**src/rtl/mtbv_pkg.sv**
```systemverilog
// Shared types and constants of the movement token bucket validator.
`default_nettype none
package mtbv_pkg;

  localparam int ACTOR_SLOTS_DEF = 64;
  localparam int MAX_JUMP_DEF    = 4096;

  localparam int SLOT_W     = 6;
  localparam int POS_W      = 24;
  localparam int CELL_W     = 32;
  localparam int TIME_W     = 32;
  localparam int RATE_W     = 16;
  localparam int BKT_W      = 32;
  localparam int CFG_ADDR_W = 3;
  localparam int CFG_DATA_W = 16;
  localparam int VERDICT_W  = 3;

  localparam int MS_PER_S    = 1000;
  localparam int MILLI       = 1000;
  localparam int SQ_SCALE    = 1000000;
  localparam int SQ_SCALE_W  = 20;

  localparam logic [RATE_W-1:0] H_RATE_RST    = 16'd1000;
  localparam logic [RATE_W-1:0] UP_RATE_RST   = 16'd1000;
  localparam logic [RATE_W-1:0] DN_RATE_RST   = 16'd2000;
  localparam logic [RATE_W-1:0] BURST_RST     = 16'd2000;
  localparam logic [RATE_W-1:0] GRACE_RST     = 16'd1000;
  localparam logic [RATE_W-1:0] SNAP_INT_RST  = 16'd500;

  typedef enum logic [CFG_ADDR_W-1:0] {
    CFG_CHECK_EN = 3'd0,
    CFG_ENFORCE  = 3'd1,
    CFG_H_RATE   = 3'd2,
    CFG_UP_RATE  = 3'd3,
    CFG_DN_RATE  = 3'd4,
    CFG_BURST    = 3'd5,
    CFG_GRACE    = 3'd6,
    CFG_SNAP_INT = 3'd7
  } cfg_idx_t;

  typedef enum logic [VERDICT_W-1:0] {
    V_OK        = 3'd0,
    V_GROSS     = 3'd1,
    V_GRACE     = 3'd2,
    V_REFUSED   = 3'd3,
    V_LOG       = 3'd4,
    V_UNCHECKED = 3'd5
  } verdict_t;

  typedef enum logic [3:0] {
    ST_CLEAR, ST_IDLE, ST_SQ, ST_JUMP, ST_SEED, ST_CAP, ST_REFILL,
    ST_ADD, ST_SQRT, ST_DECIDE, ST_DONE
  } state_t;

  typedef enum logic [3:0] {
    OP_NONE, OP_CLEAR, OP_LOAD, OP_SQ, OP_JUMP, OP_SEED, OP_CAP,
    OP_REFILL, OP_ADD, OP_SQRT, OP_DECIDE, OP_PUSH
  } op_t;

  typedef struct packed {
    op_t op;
  } ctrl_cmd_t;

  typedef struct packed {
    logic gross;
    logic checked;
    logic sqrt_last;
    logic clear_last;
    logic out_free;
  } ctrl_sts_t;

  typedef struct packed {
    logic              seeded;
    logic [POS_W-1:0]  px;
    logic [POS_W-1:0]  py;
    logic [POS_W-1:0]  pz;
    logic [CELL_W-1:0] cid;
    logic [TIME_W-1:0] ltime;
    logic [BKT_W-1:0]  bxy;
    logic [BKT_W-1:0]  bup;
    logic [BKT_W-1:0]  bdn;
    logic              gv;
    logic [TIME_W-1:0] gend;
    logic              sv;
    logic [TIME_W-1:0] lsnap;
  } slot_t;

endpackage
`default_nettype wire

```
**src/rtl/mtbv_ctrl.sv**
```systemverilog
// Sequencer that steps one move report through the datapath.
`default_nettype none
module mtbv_ctrl import mtbv_pkg::*; (
  input  wire logic      clk,
  input  wire logic      rst,
  input  wire logic      req_valid,
  output logic           req_ready,
  input  wire ctrl_sts_t sts,
  output ctrl_cmd_t      cmd
);

  state_t state, state_next;

  always_ff @(posedge clk) begin
    if (rst) begin
      state <= ST_CLEAR;
    end else begin
      state <= state_next;
    end
  end

  always_comb begin
    state_next = state;
    cmd.op     = OP_NONE;
    req_ready  = 1'b0;
    case (state)
      ST_CLEAR: begin
        cmd.op = OP_CLEAR;
        if (sts.clear_last) state_next = ST_IDLE;
      end
      ST_IDLE: begin
        req_ready = 1'b1;
        if (req_valid) begin
          cmd.op     = OP_LOAD;
          state_next = ST_SQ;
        end
      end
      ST_SQ: begin
        cmd.op     = OP_SQ;
        state_next = ST_JUMP;
      end
      ST_JUMP: begin
        cmd.op = OP_JUMP;
        // Gross rejects and unchecked reports are settled here.
        if (sts.gross || !sts.checked) state_next = ST_DONE;
        else state_next = ST_SEED;
      end
      ST_SEED: begin
        cmd.op     = OP_SEED;
        state_next = ST_CAP;
      end
      ST_CAP: begin
        cmd.op     = OP_CAP;
        state_next = ST_REFILL;
      end
      ST_REFILL: begin
        cmd.op     = OP_REFILL;
        state_next = ST_ADD;
      end
      ST_ADD: begin
        cmd.op     = OP_ADD;
        state_next = ST_SQRT;
      end
      ST_SQRT: begin
        cmd.op = OP_SQRT;
        if (sts.sqrt_last) state_next = ST_DECIDE;
      end
      ST_DECIDE: begin
        cmd.op     = OP_DECIDE;
        state_next = ST_DONE;
      end
      ST_DONE: begin
        if (sts.out_free) begin
          cmd.op     = OP_PUSH;
          state_next = ST_IDLE;
        end
      end
      default: state_next = ST_CLEAR;
    endcase
  end

endmodule
`default_nettype wire

```
**config.mk**
```make
export PLATFORM = sky130hd
export DESIGN_NAME = mtbv_ctrl
export DESIGN_NICKNAME = d
export VERILOG_FILES = /design/src/rtl/mtbv_pkg.sv /design/src/rtl/mtbv_ctrl.sv
export SDC_FILE = /design/constraint.sdc
export NUM_CORES = 1
export LEC_CHECK = 0
export ABC_CLOCK_PERIOD_IN_PS = 1100
export BUFFER_PORTS_ARGS = -buffer_cell sky130_fd_sc_hd__buf_2
export CORE_AREA = 2 2 39 41
export DETAILED_ROUTE_END_ITERATION = 10
export DIE_AREA = 0 0 41 43
export SYNTH_ARGS = -nofsm -noshare
export SYNTH_HDL_FRONTEND = slang
export SYNTH_SLANG_ARGS = --single-unit
export TNS_END_PERCENT = 20
```
**constraint.sdc**
```tcl
create_clock -name clk -period 1.1 [get_ports clk]
set_input_delay 0.22 -clock clk [delete_from_list [all_inputs] [get_ports clk]]
set_output_delay 0.22 -clock clk [all_outputs]
set_load 0.05 [all_outputs]
```
==> run metrics, run 1 <==
register bit total from synthesis 4; cts bufs inserted 3; area leader, netlist dfxtp_1; Nets 90; Detailed Route Iter0 Violations 7; largest stage delay on the critical path 0.35 ns; CTS Hold Buffers Added 0; Worst-Margin Slew 0.2459 ns; Setup Total Neg Slack -1.520 ns; IO buf count 12; # DRC 0; CTS root buf clkbuf_4; setup violators final 6; CP cell instances nand2b_4 -> nor2_2 -> a21oi_2 -> a21oi_4 -> buf_6; LEAKAGE 0.0003242 µW; RSZ-0062 raised after global routing yes; status complete, but fails checks; Core Util, Final 51.27%; Clk Latency, worst-skew pair 0.24 ns; fraction of layout cells with a size suffix above 1 67.50%; CP top delay family flip-flops; CP startpoint kind flip-flop; VDD IR-drop max 0.0005775 V; gr ovfl total 0; fin. max-slew vios 0; die area 1763 µm²; Slew Limit Headroom 83.38%; Yosys Warn Count 0; switching share of power 37.38%; CTS H-tree depth 1; commonest non-fill, non-tap cell in the layout buf_4; final hold vios 0; Clock transition at path regs 0.04 ns; pwr/cell area 1035 nW/µm²; initial antenna violation count 0; register with the most flip-flops state; commonest cells after routing, fill and taps aside buf_4, buf_2, buf_6; vias in the first global route 490; Critical-path top delay cell dfxtp_4; Synth top area share 21.77%; Distinct cells, synth 24; CTS Sinks 4; Gate Count Post-Synth 51; ranking of synthesized cells by area dfxtp_1, a21oi_1, mux2i_1; max reg flops 4; Die H 43 µm; Die X-Extent 41 µm; largest net degree at the start of global routing 9; CTS tree built; Tightest Hold Check Type input pin to flip-flop; Pint 459.7 µW; GP Congestion 0.6992; DP HPWL 790.2 µm; CP Max Fanout 6; Total GRT Usage 15.69%; Sequential Power Share 24.9%; Boundary Pins 13; crit path kind flip-flop to primary output; WHS Path Cells 2; Syn Nets 59; Core Box Area 1384 µm²; final worst path period need 1.426 ns; WP data required 0.88 ns; Routed wire per std cell 10.83 µm; crit path DAT 1.21 ns; first-pass GRT wire length 1869 µm; FF-to-FF path depth 5; clock share of power 24.9%; sw power 274.4 µW; Area after DPL 603.1 µm²; Worst Setup End Kind primary output; failing checks setup timing; clk buf depth 2; ANT nets after route 0; fin crit share 129.6%; Fmax 701.3 MHz; post-synthesis cell area 367.9 µm²; first drt pass iteration count 4; sequential-to-total area share from yosys stat 21.77%; logic gate share of total power 50.2%; final wirelength 1040 µm; # rows 14; DR vias/cell 4.875; fin area 709.4 µm²; Clock Skew 0.005546 ns; Worst path depth 5; Max Cap Viol 0; area grow syn2layout 92.86%; largest registers state x4; setup ws final -0.3260 ns; via count 468; antenna diode count 0; Bufs and invs on worst path 1; Initial Util 26.58%; Avg Inst Size Synth 7.213 µm²
Yosys cell counts (all sizes together):
library cell / instances
xnor2: 1
mux2i: 3
nor4b: 1
o21ai: 5
nand2: 5
a21oi: 6
o211ai: 1
a221o: 1
nor3: 5
a31oi: 1
nor3b: 1
a21o: 1
buf: 4
o31ai: 1
inv: 5
nor2: 4
nand2b: 2
dfxtp: 4
kinds of logic (layout without fill, tap and decap cells):
family,count (synthesis),count (layout),synth area share (%)
AO/OA/AOI/OAI,16,16,25.51
AND/OR/NAND/NOR,18,18,28.57
multiplexers,3,3,8.164
buffers and inverters,9,38,13.60
flip-flops,4,4,21.77
XOR/XNOR,1,1,2.381
routing by layer:
layer | track usage (%) | up-vias | routed length [µm]
met3 | 3.141 | 4 | 66
met2 | 24.06 | 20 | 498
met1 | 18.77 | 205 | 442
met4 | 10.00 | 0 | 34
li1 | - | 239 | -
met5 | 0 | - | 0
area by class of cell:
class | count | area (µm²)
multi-input cells | 38 | 324.1
repair buffers | 30 | 234.0
clock buffers | 3 | 22.52
flip-flops and latches | 4 | 90.09
well taps | 16 | 20.02
fillers | 137 | 674.4
inverters | 5 | 18.77
final timing paths:
path                            slack (ns)        to     start
worst max-delay path                 -0.33    cmd[1]  state[1]
worst min-delay path                  0.20  state[0]       rst
worst max register to register       -0.02  state[0]  state[1]
worst min register to register        0.58  state[1]  state[3]
worst reg2reg max path, delay by kind of cell (launching register included):
family | cells | cell delay [ns]
multiplexers | 1 | 0.18
flip-flops | 1 | 0.36
buffers and inverters | 1 | 0.14
AO/OA/AOI/OAI | 3 | 0.33
power by group through the flow:
stage	clock [µW]	combinational, µW	sequential [µW]
finish	183	368	183
global placement	0	310	182
global route	197	396	186
detailed placement	0	310	183
CTS	188	365	182
floorplan	0	237	164
repair_timing:
action,CTS,global route
setup buffers,1,0
pin swaps,3,0
endpoints found under the setup margin,8,8
gates cloned,0,0
gates resized for setup,23,3
stage by stage:
| step | total power (µW) | worst slack, ns | hold WS, ns | std cells |
|---|---|---|---|---|
| global placement | 492.6 | -0.2479 | 0.4568 | 92 |
| finish | 734.2 | -0.3260 | 0.2033 | 96 |
| detailed placement | 493.6 | -0.2515 | 0.4541 | 92 |
| global route | 778.8 | -0.3606 | 0.2127 | 96 |
| floorplan | 401.1 | -0.1927 | 0.2850 | 51 |
| CTS | 735.7 | -0.3118 | 0.2045 | 96 |
Power figures use the tool's default switching activity.
==> inputs of run 2 (changes only) <==
==> constraint.sdc (replaced) <==
create_clock -name clk -period 1.1 [get_ports clk]
set_input_delay 0.165 -clock clk [delete_from_list [all_inputs] [get_ports clk]]
set_output_delay 0.165 -clock clk [all_outputs]
set_load 0.05 [all_outputs]
==> run 2 against run 1 <==
The flow still finishes with violations (setup timing). Sequential cell count unchanged. Sequential power down 2%. Combinational power increased by 4%. Clock skew is essentially flat. Via count up 1.7%. Final area increased by 4.1%. Sequential share of layout area fell by 0.50 points. Worst setup slack improved by 0.082 ns. Count of clock-buffer cells in the layout is the same. Global-route usage fell by 0.83 points. Die area stayed put.
==> run metrics, run 2 (synthesized netlist as in run 1, its figures left out) <==
Die H 43 µm; IO buf count 12; Nets 93; Clock transition at path regs 0.04 ns; first-pass GRT wire length 1759 µm; cts bufs inserted 3; fin area 738.2 µm²; DP HPWL 818 µm; final hold vios 0; CTS Hold Buffers Added 0; # DRC 0; antenna diode count 0; max reg flops 4; die area 1763 µm²; CP top delay family flip-flops; fin crit share 122.2%; status complete, but fails checks; GP Congestion 0.8150; first drt pass iteration count 3; Initial Util 26.58%; vias in the first global route 456; fraction of layout cells with a size suffix above 1 67.47%; Worst Setup End Kind primary output; Clk Latency, worst-skew pair 0.24 ns; Core Util, Final 53.35%; largest registers state x4; CTS tree built; LEAKAGE 0.0003263 µW; final worst path period need 1.344 ns; setup violators final 7; CTS Sinks 4; register with the most flip-flops state; final wirelength 1128 µm; WP data required 0.94 ns; VDD IR-drop max 0.0006331 V; pwr/cell area 1011 nW/µm²; Area after DPL 619.3 µm²; commonest non-fill, non-tap cell in the layout buf_4; most used cell, CP buf_6; Total GRT Usage 14.86%; Routed wire per std cell 11.39 µm; area grow syn2layout 100.7%; Worst-Margin Slew 0.2361 ns; clk buf depth 2; crit path kind flip-flop to primary output; setup ws final -0.2443 ns; largest stage delay on the critical path 0.33 ns; CP Max Fanout 4; Design Power 746.3 µW; commonest cells after routing, fill and taps aside buf_4, buf_6, buf_2, o21ai_1, nand2_1; Core Box Area 1384 µm²; Die X-Extent 41 µm; CP cell instances buf_6 -> a21o_1 -> a21oi_4 -> buf_6; Clock Skew 0.005506 ns; via count 476; Fmax 743.9 MHz; Slew Limit Headroom 84.16%; fin. max-slew vios 0; CP startpoint kind flip-flop; DR vias/cell 4.808; Tightest Hold Check Type input pin to flip-flop; gr ovfl total 0; worst hold slack 0.1621 ns; Detailed Route Iter0 Violations 3; CTS root buf clkbuf_4; initial antenna violation count 0; largest net degree at the start of global routing 9; Bufs and invs on worst path 2; failing checks setup timing; pre-CTS setup slack -0.2007 ns; Critical-path top delay cell dfxtp_2; ANT nets after route 0; Max Cap Viol 0; RSZ-0062 raised after global routing yes; CTS H-tree depth 1; crit path DAT 1.18 ns; Boundary Pins 13; # rows 14
run 2: layout make-up:
class / instances / area (µm²)
fillers: 131 / 645.6
repair buffers: 33 / 260.3
clock buffers: 3 / 22.52
inverters: 5 / 21.27
multi-input cells: 38 / 324.1
well taps: 16 / 20.02
flip-flops and latches: 4 / 90.09
run 2: layer usage:
metal | vias up | track usage (%) | part of all wire (%)
met1 | 219 | 18.33 | 43
met5 | - | 0 | 0
met4 | 0 | 8.000 | 1.8
met3 | 2 | 3.141 | 3.6
met2 | 11 | 22.81 | 51
li1 | 244 | - | -
run 2: per-stage QoR:
| stage | setup TNS (ns) | instances |
|---|---|---|
| 2_1_floorplan | -0.7977 | 51 |
| 3_3_place_gp | -1.064 | 95 |
| 3_5_place_dp | -1.188 | 95 |
| 4_1_cts | -1.317 | 99 |
| 5_1_grt | -1.789 | 99 |
| 6_report | -1.299 | 99 |
run 2: report_power, final:
group	internal, µW	switching, µW	total [µW]
Combinational	187	195	382
Sequential	158	21.8	179
Clock	122	62.5	185
run 2: final timing paths:
check / startpoint / endpoint / slack [ns] / cells after the start
max: state[1] / cmd[0] / -0.24 / 4
min: rst / state[3] / 0.16 / 2
max reg2reg: state[1] / state[0] / -0.14 / 6
min reg2reg: state[3] / state[1] / 0.71 / 5
run 2: repair_timing:
action	4_1_cts	5_1_grt
pin swaps	3	2
resized for setup	25	5
setup endpoints to repair	9	8
setup buffers	1	0
run 2: worst reg2reg max path: stages (launching register included):
cell	delay [ns]
dfxtp_2	0.36
buf_6	0.12
buf_4	0.11
mux2i_1	0.18
a21oi_1	0.08
o211ai_1	0.17
a21oi_1	0.10
